File: src/hdl/spet_pkg.sv
`timescale 1ns / 1ps
// Shared types and constants for the switching phase exposure tracker.
// No dependencies; used by the interfaces, the register file, the divider and the top level.
package spet_pkg;

  localparam int MAX_PHASE_SLOTS_DEF = 16;

  localparam int CODE_W  = 4;
  localparam int TS_W    = 63;
  localparam int STAT_W  = 2;
  localparam int PIDX_W  = 4;
  localparam int CYC_W   = 11;
  localparam int PADDR_W = 4;
  localparam int PDATA_W = 32;

  localparam logic [TS_W-1:0] TS_MAX = {TS_W{1'b1}};

  // register indexes
  localparam logic [1:0] REG_PHASE_COUNT = 2'd0;
  localparam logic [1:0] REG_CYC_PER_EXP = 2'd1;
  localparam logic [1:0] REG_EXP_LENGTH  = 2'd2;
  localparam logic [1:0] REG_PATTERN     = 2'd3;

  // result status codes
  localparam logic [STAT_W-1:0] STAT_OK      = 2'd0;
  localparam logic [STAT_W-1:0] STAT_UNKNOWN = 2'd1;
  localparam logic [STAT_W-1:0] STAT_STUCK   = 2'd2;

  // divider operand widths
  localparam logic [1:0] DIV_W16 = 2'd0;
  localparam logic [1:0] DIV_W32 = 2'd1;
  localparam logic [1:0] DIV_W64 = 2'd2;

  localparam int DVD_W = 64;
  localparam int DSR_W = 32;

  typedef struct packed {
    logic [4:0]  phase_count;
    logic [9:0]  cyc_per_exp;
    logic [31:0] exp_length;
    logic [31:0] pattern;
    logic        len_wr;
  } cfg_t;

  typedef struct packed {
    logic             start;
    logic [1:0]       width;
    logic [DVD_W-1:0] dividend;
    logic [DSR_W-1:0] divisor;
  } div_req_t;

  typedef struct packed {
    logic             busy;
    logic             done;
    logic [DVD_W-1:0] quotient;
    logic [DSR_W-1:0] remainder;
  } div_rsp_t;

endpackage

File: src/hdl/spet_in_if.sv
`timescale 1ns / 1ps
// Input channel: phase code and timestamp with valid/ready.
// Depends on spet_pkg.
interface spet_in_if;
  logic                      valid;
  logic                      ready;
  logic [spet_pkg::CODE_W-1:0] phase_code;
  logic [spet_pkg::TS_W-1:0]   timestamp;

  modport source (output valid, phase_code, timestamp, input ready);
  modport sink   (input valid, phase_code, timestamp, output ready);
endinterface

File: src/hdl/spet_out_if.sv
`timescale 1ns / 1ps
// Result channel: exposure flag, status, phase index and cycle number with valid/ready.
// Depends on spet_pkg.
interface spet_out_if;
  logic                               valid;
  logic                               ready;
  logic                               exposure_done;
  logic [spet_pkg::STAT_W-1:0]        status;
  logic [spet_pkg::PIDX_W-1:0]        phase_index;
  logic signed [spet_pkg::CYC_W-1:0]  cycle_number;

  modport source (output valid, exposure_done, status, phase_index, cycle_number,
                  input ready);
  modport sink   (input valid, exposure_done, status, phase_index, cycle_number,
                  output ready);
endinterface

File: src/hdl/spet_cfg.sv
`timescale 1ns / 1ps
// APB register file for the tracker configuration.
// Depends on spet_pkg.
module spet_cfg (
  input  logic                         clk,
  input  logic                         rst,
  input  logic                         psel,
  input  logic                         penable,
  input  logic                         pwrite,
  input  logic [spet_pkg::PADDR_W-1:0] paddr,
  input  logic [spet_pkg::PDATA_W-1:0] pwdata,
  output logic [spet_pkg::PDATA_W-1:0] prdata,
  output logic                         pready,
  output spet_pkg::cfg_t               cfg
);
  import spet_pkg::*;

  logic [4:0]  phase_count;
  logic [9:0]  cyc_per_exp;
  logic [31:0] exp_length;
  logic [31:0] pattern;
  logic        wr;
  logic [1:0]  idx;

  assign pready = 1'b1;
  assign idx    = paddr[3:2];
  assign wr     = psel && penable && pwrite;

  always_ff @(posedge clk) begin
    if (rst) begin
      phase_count <= 5'd1;
      cyc_per_exp <= 10'd1;
      exp_length  <= 32'd1;
      pattern     <= 32'd0;
    end else if (wr) begin
      case (idx)
        REG_PHASE_COUNT: phase_count <= pwdata[4:0];
        REG_CYC_PER_EXP: cyc_per_exp <= pwdata[9:0];
        REG_EXP_LENGTH:  exp_length  <= pwdata;
        REG_PATTERN:     pattern     <= pwdata;
        default: ;
      endcase
    end
  end

  always_comb begin
    case (idx)
      REG_PHASE_COUNT: prdata = {27'd0, phase_count};
      REG_CYC_PER_EXP: prdata = {22'd0, cyc_per_exp};
      REG_EXP_LENGTH:  prdata = exp_length;
      REG_PATTERN:     prdata = pattern;
      default:         prdata = '0;
    endcase
  end

  assign cfg.phase_count = phase_count;
  assign cfg.cyc_per_exp = cyc_per_exp;
  assign cfg.exp_length  = exp_length;
  assign cfg.pattern     = pattern;
  assign cfg.len_wr      = wr && (idx == REG_EXP_LENGTH);

endmodule

File: src/hdl/spet_div.sv
`timescale 1ns / 1ps
// Shared restoring divider, one quotient bit per cycle; 16, 32 or 64 dividend bits.
// Depends on spet_pkg.
module spet_div (
  input  logic                clk,
  input  logic                rst,
  input  spet_pkg::div_req_t  req,
  output spet_pkg::div_rsp_t  rsp
);
  import spet_pkg::*;

  logic             busy;
  logic             done;
  logic [6:0]       cnt;
  logic [DVD_W-1:0] dvd;
  logic [DSR_W-1:0] dsr;
  logic [DSR_W-1:0] rem;
  logic [DVD_W-1:0] quo;
  logic [DSR_W:0]   rem_sh;
  logic             ge;

  assign rem_sh = {rem, dvd[DVD_W-1]};
  assign ge     = rem_sh >= {1'b0, dsr};

  always_ff @(posedge clk) begin
    if (rst) begin
      busy <= 1'b0;
      done <= 1'b0;
      cnt  <= '0;
    end else begin
      done <= 1'b0;
      if (req.start) begin
        busy <= 1'b1;
        case (req.width)
          DIV_W16: begin
            cnt <= 7'd16;
            dvd <= req.dividend << 48;
          end
          DIV_W32: begin
            cnt <= 7'd32;
            dvd <= req.dividend << 32;
          end
          default: begin
            cnt <= 7'd64;
            dvd <= req.dividend;
          end
        endcase
        dsr <= req.divisor;
        rem <= '0;
        quo <= '0;
      end else if (busy) begin
        rem <= ge ? DSR_W'(rem_sh - {1'b0, dsr}) : rem_sh[DSR_W-1:0];
        quo <= {quo[DVD_W-2:0], ge};
        dvd <= {dvd[DVD_W-2:0], 1'b0};
        cnt <= cnt - 7'd1;
        if (cnt == 7'd1) begin
          busy <= 1'b0;
          done <= 1'b1;
        end
      end
    end
  end

  assign rsp.busy      = busy;
  assign rsp.done      = done;
  assign rsp.quotient  = quo;
  assign rsp.remainder = rem;

endmodule

File: src/hdl/switching_phase_exposure_tracker.sv
`timescale 1ns / 1ps
// Switching phase exposure tracker: a sequencer drives one shared bit-serial divider.
// Count mode: at most one 64-bit division per item. Phase mode: up to seven divisions of
// 32, 32, 64, 16, 64, 64 and 16 bits, one bit per cycle. A length write loads the end mark.
// One item in flight; the next beat is taken once the result sits in the output register.
// Synchronous reset clears phase, cycle and last timestamp and sets the end mark to one.
module switching_phase_exposure_tracker #(
  parameter int MAX_PHASE_SLOTS = spet_pkg::MAX_PHASE_SLOTS_DEF
) (
  input  logic                         clk,
  input  logic                         rst,
  input  logic                         psel,
  input  logic                         penable,
  input  logic                         pwrite,
  input  logic [spet_pkg::PADDR_W-1:0] paddr,
  input  logic [spet_pkg::PDATA_W-1:0] pwdata,
  output logic [spet_pkg::PDATA_W-1:0] prdata,
  output logic                         pready,
  spet_in_if.sink                      in_ch,
  spet_out_if.source                   out_ch
);
  import spet_pkg::*;

  localparam logic [3:0] ST_IDLE   = 4'd0;
  localparam logic [3:0] ST_DISP   = 4'd1;
  localparam logic [3:0] ST_CM_DIV = 4'd2;
  localparam logic [3:0] ST_P_D1   = 4'd3;
  localparam logic [3:0] ST_P_D2   = 4'd4;
  localparam logic [3:0] ST_P_D3   = 4'd5;
  localparam logic [3:0] ST_P_D4   = 4'd6;
  localparam logic [3:0] ST_P_S5   = 4'd7;
  localparam logic [3:0] ST_P_D5   = 4'd8;
  localparam logic [3:0] ST_P_D6   = 4'd9;
  localparam logic [3:0] ST_CORR   = 4'd10;
  localparam logic [3:0] ST_P_D7   = 4'd11;
  localparam logic [3:0] ST_FIN    = 4'd12;

  cfg_t     cfg;
  div_req_t div_req;
  div_rsp_t div_rsp;

  spet_cfg u_cfg (
    .clk, .rst, .psel, .penable, .pwrite, .paddr, .pwdata, .prdata, .pready, .cfg
  );

  spet_div u_div (.clk, .rst, .req(div_req), .rsp(div_rsp));

  // architectural state
  logic [PIDX_W-1:0]        phase_now;
  logic signed [CYC_W-1:0]  cur_cycle;
  logic [TS_W-1:0]          prev_ts;
  logic [TS_W-1:0]          end_mark;

  // sequencer and working registers
  logic [3:0]         state;
  logic [TS_W-1:0]    ts_r;
  logic [1:0]         code_r;
  logic [TS_W-1:0]    diff;
  logic [DVD_W-1:0]   m1;
  logic signed [11:0] cyc;
  logic [PIDX_W-1:0]  cur;
  logic [1:0]         expo;
  logic [PIDX_W-1:0]  idx_r;
  logic               corr;
  logic               res_done;
  logic [STAT_W-1:0]  res_status;

  logic             div_go;
  logic [1:0]       div_wd;
  logic [DVD_W-1:0] div_dvd;
  logic [DSR_W-1:0] div_dsr;

  logic                     out_valid;
  logic                     out_done;
  logic [STAT_W-1:0]        out_status;
  logic [PIDX_W-1:0]        out_phase;
  logic signed [CYC_W-1:0]  out_cycle;

  assign div_req.start    = div_go;
  assign div_req.width    = div_wd;
  assign div_req.dividend = div_dvd;
  assign div_req.divisor  = div_dsr;

  // effective configuration
  logic [4:0]         n_eff;
  logic [9:0]         cpe_eff;
  logic [31:0]        len_eff;
  logic signed [11:0] cpe_s;
  logic signed [63:0] cpe64;

  assign n_eff   = (cfg.phase_count > 5'(MAX_PHASE_SLOTS)) ? 5'(MAX_PHASE_SLOTS)
                                                           : cfg.phase_count;
  assign cpe_eff = (cfg.cyc_per_exp == 10'd0) ? 10'd1 : cfg.cyc_per_exp;
  assign len_eff = (cfg.exp_length == 32'd0) ? 32'd1 : cfg.exp_length;
  assign cpe_s   = signed'({2'b00, cpe_eff});
  assign cpe64   = signed'({54'd0, cpe_eff});

  // phase table lookup: first phase whose code matches
  logic              lk_found;
  logic [PIDX_W-1:0] lk_idx;

  always_comb begin
    lk_found = 1'b0;
    lk_idx   = '0;
    for (int i = 0; i < MAX_PHASE_SLOTS; i++) begin
      if (!lk_found && (5'(i) < n_eff) &&
          ((cfg.pattern[2*i +: 2] ^ 2'b11) == code_r)) begin
        lk_found = 1'b1;
        lk_idx   = PIDX_W'(i);
      end
    end
  end

  // (a mod n) for a <= 16, n >= 2: at most eight subtractions
  function automatic logic [4:0] mod_small(logic [4:0] a, logic [4:0] n);
    logic [4:0] v;
    v = a;
    for (int k = 0; k < 8; k++) begin
      if (v >= n) v = v - n;
    end
    return v;
  endfunction

  logic [PIDX_W-1:0]  cur1;
  logic signed [11:0] cyc_inc;
  logic signed [63:0] t_val;
  logic [1:0]         expo_add;
  logic [63:0]        cm_sum;
  logic [TS_W-1:0]    cm_end;

  assign cur1     = PIDX_W'(mod_small({1'b0, phase_now} + 5'd1, n_eff));
  assign cyc_inc  = cyc + ((cur1 == '0) ? 12'sd1 : 12'sd0);
  assign t_val    = {{52{cyc[11]}}, cyc} + signed'(div_rsp.quotient);
  assign expo_add = ((expo != 2'd0) || (div_rsp.quotient > 64'd1)) ? 2'd2 : 2'd1;

  // count mode: end mark = first step at or past ts; one step on if ts equals the old mark
  always_comb begin
    if (div_rsp.quotient == '0 && div_rsp.remainder == '0) begin
      cm_sum = {1'b0, end_mark} + 64'(len_eff);
    end else begin
      cm_sum = {1'b0, ts_r} - 64'(div_rsp.remainder)
             + ((div_rsp.remainder != '0) ? 64'(len_eff) : 64'd0);
    end
    cm_end = (cm_sum > {1'b0, TS_MAX}) ? TS_MAX : cm_sum[TS_W-1:0];
  end

  // over/under correction across the cycle boundary
  logic [PIDX_W-1:0]  last;
  logic               over;
  logic               under;
  logic signed [11:0] cyc_c;
  logic [1:0]         expo_c;

  always_comb begin
    last   = PIDX_W'(n_eff - 5'd1);
    over   = corr && (cur != idx_r) && (cur == '0) && (idx_r == last);
    under  = corr && (cur != idx_r) && (cur == last) && (idx_r == '0);
    cyc_c  = cyc;
    expo_c = expo;
    if (over) begin
      cyc_c = cyc - 12'sd1;
      if (expo != 2'd0 && cyc_c < 12'sd0) begin
        cyc_c  = 12'sd0;
        expo_c = expo - 2'd1;
      end
    end else if (under) begin
      cyc_c = cyc + 12'sd1;
      if (cyc_c >= cpe_s) begin
        cyc_c  = 12'sd0;
        expo_c = 2'd2;
      end
    end else if (!corr && idx_r == '0 && cur != '0) begin
      cyc_c = cyc + 12'sd1;
    end
  end

  assign in_ch.ready = (state == ST_IDLE);

  always_ff @(posedge clk) begin
    if (rst) begin
      state     <= ST_IDLE;
      div_go    <= 1'b0;
      out_valid <= 1'b0;
      phase_now <= '0;
      cur_cycle <= '0;
      prev_ts   <= '0;
      end_mark  <= TS_W'(1);
    end else begin
      // start pulse lasts one cycle; no state issues a new one right after
      if (div_go) div_go <= 1'b0;
      if (out_valid && out_ch.ready && state != ST_FIN) out_valid <= 1'b0;
      if (cfg.len_wr) begin
        end_mark <= TS_W'(pwdata);
      end else if (state == ST_CM_DIV && div_rsp.done) begin
        end_mark <= cm_end;
      end

      case (state)
        ST_IDLE: begin
          if (in_ch.valid) begin
            ts_r   <= in_ch.timestamp;
            code_r <= in_ch.phase_code[1:0];
            state  <= ST_DISP;
          end
        end

        ST_DISP: begin
          res_done <= 1'b0;
          if (cfg.phase_count < 5'd2) begin
            res_status <= STAT_OK;
            if (ts_r < end_mark) begin
              state <= ST_FIN;
            end else begin
              div_go  <= 1'b1;
              div_wd  <= DIV_W64;
              div_dvd <= 64'(ts_r - end_mark);
              div_dsr <= len_eff;
              state   <= ST_CM_DIV;
            end
          end else begin
            prev_ts <= ts_r;
            idx_r   <= lk_idx;
            diff    <= (ts_r > prev_ts) ? ts_r - prev_ts : '0;
            cyc     <= {cur_cycle[CYC_W-1], cur_cycle};
            cur     <= phase_now;
            expo    <= 2'd0;
            if (!lk_found) begin
              res_status <= STAT_UNKNOWN;
              state      <= ST_FIN;
            end else if (ts_r == prev_ts) begin
              phase_now  <= lk_idx;
              res_status <= STAT_STUCK;
              state      <= ST_FIN;
            end else begin
              res_status <= STAT_OK;
              div_go     <= 1'b1;
              div_wd     <= DIV_W32;
              div_dvd    <= 64'(cfg.exp_length);
              div_dsr    <= 32'(cpe_eff);
              state      <= ST_P_D1;
            end
          end
        end

        ST_CM_DIV: begin
          if (div_rsp.done) begin
            res_done <= 1'b1;
            state    <= ST_FIN;
          end
        end

        ST_P_D1: begin
          if (div_rsp.done) begin
            div_go  <= 1'b1;
            div_wd  <= DIV_W32;
            div_dvd <= div_rsp.quotient;
            div_dsr <= 32'(n_eff);
            state   <= ST_P_D2;
          end
        end

        ST_P_D2: begin
          if (div_rsp.done) begin
            if (diff == '0) begin
              corr  <= 1'b0;
              state <= ST_CORR;
            end else begin
              div_go  <= 1'b1;
              div_wd  <= DIV_W64;
              div_dvd <= 64'(diff);
              // zero counts per phase acts as one
              div_dsr <= (div_rsp.quotient == '0) ? 32'd1 : div_rsp.quotient[DSR_W-1:0];
              state   <= ST_P_D3;
            end
          end
        end

        ST_P_D3: begin
          if (div_rsp.done) begin
            if (div_rsp.quotient == '0) begin
              corr  <= 1'b0;
              state <= ST_CORR;
            end else begin
              corr <= 1'b1;
              cur  <= cur1;
              m1   <= div_rsp.quotient - 64'd1;
              if (cyc_inc >= cpe_s) begin
                expo    <= 2'd1;
                div_go  <= 1'b1;
                div_wd  <= DIV_W16;
                div_dvd <= 64'(unsigned'(cyc_inc));
                div_dsr <= 32'(cpe_eff);
                state   <= ST_P_D4;
              end else begin
                cyc   <= cyc_inc;
                state <= ST_P_S5;
              end
            end
          end
        end

        ST_P_D4: begin
          if (div_rsp.done) begin
            cyc   <= signed'(div_rsp.remainder[11:0]);
            state <= ST_P_S5;
          end
        end

        ST_P_S5: begin
          div_go  <= 1'b1;
          div_wd  <= DIV_W64;
          div_dvd <= 64'(cur) + m1;
          div_dsr <= 32'(n_eff);
          state   <= ST_P_D5;
        end

        ST_P_D5: begin
          if (div_rsp.done) begin
            cur <= div_rsp.remainder[PIDX_W-1:0];
            if (t_val >= cpe64) begin
              div_go  <= 1'b1;
              div_wd  <= DIV_W64;
              div_dvd <= unsigned'(t_val);
              div_dsr <= 32'(cpe_eff);
              state   <= ST_P_D6;
            end else begin
              cyc   <= t_val[11:0];
              state <= ST_CORR;
            end
          end
        end

        ST_P_D6: begin
          if (div_rsp.done) begin
            cyc   <= signed'(div_rsp.remainder[11:0]);
            expo  <= expo_add;
            state <= ST_CORR;
          end
        end

        ST_CORR: begin
          phase_now <= idx_r;
          cyc       <= cyc_c;
          if (cyc_c >= cpe_s) begin
            res_done <= 1'b1;
            div_go   <= 1'b1;
            div_wd   <= DIV_W16;
            div_dvd  <= 64'(unsigned'(cyc_c));
            div_dsr  <= 32'(cpe_eff);
            state    <= ST_P_D7;
          end else begin
            cur_cycle <= cyc_c[CYC_W-1:0];
            res_done  <= (expo_c != 2'd0);
            state     <= ST_FIN;
          end
        end

        ST_P_D7: begin
          if (div_rsp.done) begin
            cur_cycle <= signed'(div_rsp.remainder[CYC_W-1:0]);
            state     <= ST_FIN;
          end
        end

        ST_FIN: begin
          if (!out_valid || out_ch.ready) begin
            out_valid  <= 1'b1;
            out_done   <= res_done;
            out_status <= res_status;
            out_phase  <= phase_now;
            out_cycle  <= cur_cycle;
            state      <= ST_IDLE;
          end
        end

        default: state <= ST_IDLE;
      endcase
    end
  end

  assign out_ch.valid         = out_valid;
  assign out_ch.exposure_done = out_done;
  assign out_ch.status        = out_status;
  assign out_ch.phase_index   = out_phase;
  assign out_ch.cycle_number  = out_cycle;

`ifndef SYNTHESIS
  a_idle_div_quiet: assert property (@(posedge clk) disable iff (rst)
    (state == ST_IDLE) |-> !div_rsp.busy)
    else $error("divider busy while sequencer idle");

  a_result_from_fin: assert property (@(posedge clk) disable iff (rst)
    $rose(out_valid) |-> $past(state) == ST_FIN)
    else $error("result beat raised outside finish step");

  a_accept_dispatch: assert property (@(posedge clk) disable iff (rst)
    (in_ch.valid && in_ch.ready) |=> (state == ST_DISP))
    else $error("accepted beat not dispatched");
`endif

endmodule

File: src/flat_wrapper.sv
// flat-port wrapper written by rule: the top's interface ports become plain ports
module switching_phase_exposure_tracker_flat import spet_pkg::*;
#(
  parameter int MAX_PHASE_SLOTS = spet_pkg::MAX_PHASE_SLOTS_DEF
)
  (clk, rst, psel, penable, pwrite, paddr, pwdata, prdata, pready, in_ch_valid, in_ch_phase_code, in_ch_timestamp, in_ch_ready, out_ch_valid, out_ch_exposure_done, out_ch_status, out_ch_phase_index, out_ch_cycle_number, out_ch_ready);
  spet_in_if in_ch_i ();
  spet_out_if out_ch_i ();
  input  logic clk;
  input  logic rst;
  input  logic psel;
  input  logic penable;
  input  logic pwrite;
  input  logic [spet_pkg::PADDR_W-1:0] paddr;
  input  logic [spet_pkg::PDATA_W-1:0] pwdata;
  output logic [spet_pkg::PDATA_W-1:0] prdata;
  output logic pready;
  input wire logic [$bits(in_ch_i.valid)-1:0] in_ch_valid;
  input wire logic [$bits(in_ch_i.phase_code)-1:0] in_ch_phase_code;
  input wire logic [$bits(in_ch_i.timestamp)-1:0] in_ch_timestamp;
  output wire logic [$bits(in_ch_i.ready)-1:0] in_ch_ready;
  output wire logic [$bits(out_ch_i.valid)-1:0] out_ch_valid;
  output wire logic [$bits(out_ch_i.exposure_done)-1:0] out_ch_exposure_done;
  output wire logic [$bits(out_ch_i.status)-1:0] out_ch_status;
  output wire logic [$bits(out_ch_i.phase_index)-1:0] out_ch_phase_index;
  output wire logic [$bits(out_ch_i.cycle_number)-1:0] out_ch_cycle_number;
  input wire logic [$bits(out_ch_i.ready)-1:0] out_ch_ready;
  assign in_ch_i.valid = in_ch_valid;
  assign in_ch_i.phase_code = in_ch_phase_code;
  assign in_ch_i.timestamp = in_ch_timestamp;
  assign in_ch_ready = in_ch_i.ready;
  assign out_ch_valid = out_ch_i.valid;
  assign out_ch_exposure_done = out_ch_i.exposure_done;
  assign out_ch_status = out_ch_i.status;
  assign out_ch_phase_index = out_ch_i.phase_index;
  assign out_ch_cycle_number = out_ch_i.cycle_number;
  assign out_ch_i.ready = out_ch_ready;
  switching_phase_exposure_tracker #(.MAX_PHASE_SLOTS(MAX_PHASE_SLOTS)) u_core (.clk(clk), .rst(rst), .psel(psel), .penable(penable), .pwrite(pwrite), .paddr(paddr), .pwdata(pwdata), .prdata(prdata), .pready(pready), .in_ch(in_ch_i), .out_ch(out_ch_i));
endmodule
File: config.mk
export PLATFORM = sky130hd
export DESIGN_NAME = switching_phase_exposure_tracker_flat
export DESIGN_NICKNAME = d
export VERILOG_FILES = /design/src/hdl/spet_pkg.sv /design/src/hdl/spet_in_if.sv /design/src/hdl/spet_out_if.sv /design/src/hdl/spet_cfg.sv /design/src/hdl/spet_div.sv /design/src/hdl/switching_phase_exposure_tracker.sv /design/src/flat_wrapper.sv
export SDC_FILE = /design/constraint.sdc
export NUM_CORES = 2
export LEC_CHECK = 0
export ABC_AREA = 0
export BUFFER_PORTS_ARGS = -buffer_cell sky130_fd_sc_hd__buf_2
export CORE_MARGIN = 1
export CORE_UTILIZATION = 30
export DETAILED_ROUTE_END_ITERATION = 16
export GPL_TIMING_DRIVEN = 0
export PLACE_DENSITY = 0.48
export SLEW_MARGIN = 10
export SYNTH_ARGS = -nofsm -noshare
export SYNTH_HDL_FRONTEND = slang
export SYNTH_HIERARCHICAL = 1
export SYNTH_SLANG_ARGS = --single-unit
File: constraint.sdc
create_clock -name clk -period 50.2 [get_ports clk]
set_input_delay 2.51 -clock clk [delete_from_list [all_inputs] [get_ports clk]]
set_output_delay 2.51 -clock clk [all_outputs]
set_load 0.02 [all_outputs]
# Word-level counts from Yosys, hierarchy flattened
# Cells that the tools add are included.
dict set report classes {
  bitwise 21
  n_mux 187
  n_addsub 24
  n_eq_ne 65
  order_cmp 36
  n_reduce_logical 116
}
# cell n
set ops {}
lappend ops {{2-to-1 mux 64 bit} 17}
lappend ops {{2-to-1 mux 32 bit} 20}
lappend ops {{one-hot mux 64 bit (7 select lines)} 1}
lappend ops {{one-hot mux 32 bit (7 select lines)} 1}
lappend ops {{2-to-1 mux 12 bit} 12}
lappend ops {{adder 64 bit} 2}
lappend ops {{one-hot mux 32 bit (4 select lines)} 1}
lappend ops {{one-hot mux 64 bit (2 select lines)} 1}
lappend ops {{2-to-1 mux 4 bit} 31}
lappend ops {{adder 4 x 64 -> 64 bit} 1}
lappend ops {{adder 63 x 32 -> 64 bit} 1}
lappend ops {{greater-or-equal comparator 64 x 11 -> 1 bit} 1}
lappend ops {{greater-than comparator 64 x 1 -> 1 bit (second input constant)} 1}
lappend ops {{greater-than comparator 64 x 63 -> 1 bit (second input constant)} 1}
lappend ops {{logical NOT 32 bit} 2}
lappend ops {{logical NOT 64 bit} 1}
lappend ops {{subtractor 63 x 32 -> 64 bit} 1}
lappend ops {{subtractor 63 x 63 -> 64 bit} 1}
lappend ops {{subtractor 64 x 1 -> 64 bit (second input constant)} 1}
lappend ops {{equality test 63 bit} 1}
lappend ops {{greater-than comparator 63 bit} 1}
lappend ops {{logical NOT 63 bit} 1}
lappend ops {{less-than comparator 63 bit} 1}
lappend ops {{2-to-1 mux 63 bit} 1}
lappend ops {{79 further kinds} 347}
dict set report totals {
  output_inout_bits 53
  regBits 761
  inputBits 110
  elab_cells 487
}

# Longest topological paths before layout
dict set report depth {
  depth_word 69
  ltp_mapped 93
  mapped_depth_nobuf 90
}

# Modules after synthesis
# Netlist, hierarchy kept.
# mod n_inst cells_each area_each_um2 seq_area_each_um2
set modules_own_cells {}
lappend modules_own_cells {switching_phase_exposure_tracker 1 5547 45494.9 12972.4}
lappend modules_own_cells {spet_div 1 953 10403.7 5945.7}
lappend modules_own_cells {spet_cfg 1 367 3862.5 1581.5}

# Least setup slack after synthesis
# OpenSTA, ideal clock, no wires.
dict set report synth_path {
  path_type {reg-to-reg}
  start {register u_core.u_cfg.phase_count[4]}
  end {register u_core.div_dsr[0], enable pin}
  path_buffers 4
  t_required_ps 49732
  arrival_ps 17682
  setup_slack_ps 32049
  stages_incl_launch_ff 87
  synth_period_minus_slack_ps 18151
  path_cell_list {dfxtp_1 > clkbuf_1 > inv_1 > nand2_1 > ha_1 > a21o_1 > a21o_1 > a21o_1 > a21o_1 > mux2_2 > ha_1 > o21ai_0 > nand2b_1 > a21o_1 > a21o_1 > a21o_1 > nor2b_1 > nor2_1 > (+51 left out) > a21oi_1 > mux2_2 > nand2_1 > nor3b_1 > ha_1 > ha_1 > xor2_1 > ha_1 > a21o_1 > a21o_1 > a21oi_1 > nor2b_1 > o21ai_0 > a21oi_1 > o21ai_0 > a21o_1 > a211oi_1 > and3_1}
}
dict set report synth_between {
  elab_chain_cells 67
}
# item line
set synth_lines {}
lappend synth_lines {{from (decl)} spet_cfg.sv:18} ;# logic [4:0] phase_count;
lappend synth_lines {{from (signal assigned)} spet_cfg.sv:37} ;# REG_PHASE_COUNT: phase_count <= pwdata[4:0];
lappend synth_lines {{parallel branches: the longest is 66 deep, another holds greater-than comparator 5 bit} n/a}
lappend synth_lines {{AND reduction 14 bit (no line) *} n/a}
lappend synth_lines {{to (signal assigned)} switching_phase_exposure_tracker.sv:217} ;# div_dsr <= len_eff;
lappend synth_lines {{to (signal assigned)} switching_phase_exposure_tracker.sv:239} ;# div_dsr <= 32'(cpe_eff);
lappend synth_lines {{to (signal assigned)} switching_phase_exposure_tracker.sv:257} ;# div_dsr <= 32'(n_eff);
lappend synth_lines {{to (decl)} switching_phase_exposure_tracker.sv:71} ;# logic [DSR_W-1:0] div_dsr;
# Mark *: on every way between the ends.
# A chain may end at the register's enable or synchronous reset.

# Worst setup path after layout
dict set report layout_path {
  start {register u_core.u_cfg.phase_count[4]}
  end {register u_core.div_dvd[57], enable pin}
}
dict set report layout_between {
  elab_chain_cells 67
}
# item line
set layout_lines {}
lappend layout_lines {{parallel branches: the longest is 66 deep, another holds greater-than comparator 5 bit} n/a}
lappend layout_lines {{AND reduction 14 bit (no line) *} n/a}
lappend layout_lines {{to (signal assigned)} switching_phase_exposure_tracker.sv:216} ;# div_dvd <= 64'(ts_r - end_mark);
lappend layout_lines {{to (signal assigned)} switching_phase_exposure_tracker.sv:238} ;# div_dvd <= 64'(cfg.exp_length);
lappend layout_lines {{to (signal assigned)} switching_phase_exposure_tracker.sv:256} ;# div_dvd <= div_rsp.quotient;
lappend layout_lines {{to (decl)} switching_phase_exposure_tracker.sv:70} ;# logic [DVD_W-1:0] div_dvd;
# Marked as above.

==> results by group <==
Critical path
  • CP Capture Type: flip-flop
  • R2R Setup Slk: 28,990 ps
  • Most frequent CP cell: a21o_1
  • Crit-path slowest cell: nand2_1
  • Worst setup path class: flip-flop to flip-flop
  • Worst path max stage delay: 820 ps
  • WP data arrival: 21,610 ps
  • Critical Path Fanout Max: 56
  • Critical Path RT: 50,600 ps
  • Startpoint types: flip-flop

Floorplan
  • Initial Utilization: 30.2%
  • Die Area: 201,000 µm²
  • I/O pin count: 163
  • DIE WIDTH: 448 µm
  • Die Span Y: 448 µm
  • Standard-cell row count: 163
  • Core area: 198,000 µm²

Global routing
  • Vias in the first global route: 52,500
  • First-pass GRT wire length: 378 mm
  • GR Overflow Total: 0
  • Largest net degree at the start of global routing: 57
  • GRT Overall Usage: 26.0%
  • Antenna violations before repair: 16

Pwr
  • Internal: 2.60 mW
  • Overall Power: 5.38 mW
  • Switch Pwr: 2.78 mW
  • Seq pwr share: 17.0%
  • Clock Power Share: 13.2%
  • Cell area power density: 79.7 nW/µm²
  • Leakage power: 25.9 nW
  • Sw Ratio: 51.7%
  • Peak supply drop: 451 µV
  • Combinational power share: 69.8%

STA
  • RSZ-0062 raised after global routing: false
  • Final setup violation count: 0
  • Worst rel slew slack: 7.20%
  • Endpoints failing hold: 0
  • Clock Skews: 51.5 ps
  • F_max: 47.2 MHz
  • Setup TNS Final: 0 ps
  • Slew at the pin closest to its max-slew limit: 1390 ps
  • Hold WS: 413 ps
  • Max-slew violation count: 0
  • Period utilisation layout: 42.2%
  • Fin crit period: 21,210 ps

Placement
  • I/O Buffers: 154
  • Gp weighted congestion: 0.971
  • Dpl cell area: 64,400 µm²
  • DP HPWL: 215 mm
  • Placed Instances: 9,702

Drt
  • Post-route DRC: 0
  • 1st-pass router iterations: 10
  • Detailed-route wire length: 267 mm
  • Avg Vias per Cell: 5.69
  • Total number of vias: 56,200
  • Drt initial violations: 6,608
  • Routed wire per std cell: 27.0 µm
  • Final antenna-violating net count: 0

CTS
  • Root Buffer: clkbuf_16
  • Maximum root-to-sink buffer count: 3
  • Clock tree from TritonCTS: built
  • Postcts setup bufs: 0
  • CTS Buf Count: 92
  • Sink Count: 761
  • Worst skew pair latency: 770 ps
  • H-tree levels: 3
  • Clock-pin slew on the worst setup and hold paths: 60 ps
  • Cts hold-fix bufs: 0
  • PostCTS Resize Cnt: 0

Yosys
  • Cell Area, Synth: 59,800 µm²
  • Syn_nets: 7,434
  • YS warnings: 6
  • Cells after synthesis: 6,866
  • Mean Syn Cell Area: 8.70 µm²

Min path
  • Min-delay worst type: flip-flop to flip-flop

Status
  • Outcome: complete, no violations

Layout
  • Fin cells: 9,882
  • Final nets: 7,724
  • Layout cells sized above 1: 7.65%
  • Layout area overhead: 13.0%
  • Fin area: 67,500 µm²

Run
  • Max-cap violation count: 0
==> layout make-up <==
class                   count  area, µm²
clock inverters            66        713
multi-input cells        5238      35900
well taps                2640       3300
plain buffers             378       1580
diodes                      9       22.5
flip-flops and latches    761      20500
fillers                 20800     130000
clock buffers             105       2380
inverters                 489       1840
repair buffers            196       1260
==> flip-flops by register name, summed over array words and instances (netlist names), 63 cells and up <==
name	flops
u_core/u_div/dvd	64
u_core/end_mark	63
u_core/m1	64
u_core/u_div/quo	64
u_core/diff	63
u_core/div_dvd	64
u_core/ts_r	63
u_core/prev_ts	63
==> per-stage QoR <==
stage | utilization (%) | worst slack, ps
floorplan | - | 32050
global placement | 32.3 | 26100
detailed placement | 32.6 | 29060
CTS | 34.2 | 28980
global route | 34.2 | 27310
finish | 34.2 | 28990
==> placed cells by master, fill, tap and decap left out, types with 92 or more instances in the layout <==
cell,n
clkbuf_1,313
nand2b_1,178
nand3_1,132
clkbuf_16,92
a21o_1,208
o21ai_0,343
ha_1,412
nor2b_1,147
nand2_1,617
nor2_1,469
edfxtp_1,526
a21oi_1,659
buf_2,192
nor3_1,122
xnor2_1,300
mux2i_1,154
dfxtp_1,235
inv_1,488
xor2_1,209
nand4_1,108
==> critical path: cells and delay by family (launching register included) <==
| family | cells | cell delay, ps |
|---|---|---|
| AOI/OAI and AO/OA | 39 | 8300 |
| and+or+nand+nor | 18 | 3750 |
| adders and majority gates | 11 | 3670 |
| buffers and inverters | 11 | 3270 |
| muxes | 3 | 1050 |
| DFF | 1 | 400 |
| xor gates and xnor gates | 2 | 300 |
==> power groups by stage <==
stage	combinational [mW]	sequential, mW	clock (mW)
final	3.76	0.915	0.709
after floorplan	2.53	0.865	0
after detailed placement	3.71	0.925	0
after global placement	3.63	0.951	0
after CTS	3.74	0.912	0.723
after global routing	4.13	0.916	0.743
==> metal layers <==
metal  wire length, µm  GRT usage, %  vias to the layer above
met4             12800          11.4                        0
li1                  -             -                    25600
met2            116000          40.2                     2470
met1            117000          35.6                    27700
met3             21700          4.03                      421
met5                 0             0                        -
==> worst paths after layout <==
check,from,end,cells after the start
worst max-delay path,u_core/u_cfg/phase_count[4],u_core/div_dvd[57],84
worst min-delay path,u_core/div_dsr[19],u_core/u_div/dsr[19],0
worst max register to register,u_core/u_cfg/phase_count[4],u_core/div_dvd[57],84
worst min register to register,u_core/div_dsr[19],u_core/u_div/dsr[19],0
Power figures use the tool's default switching activity.
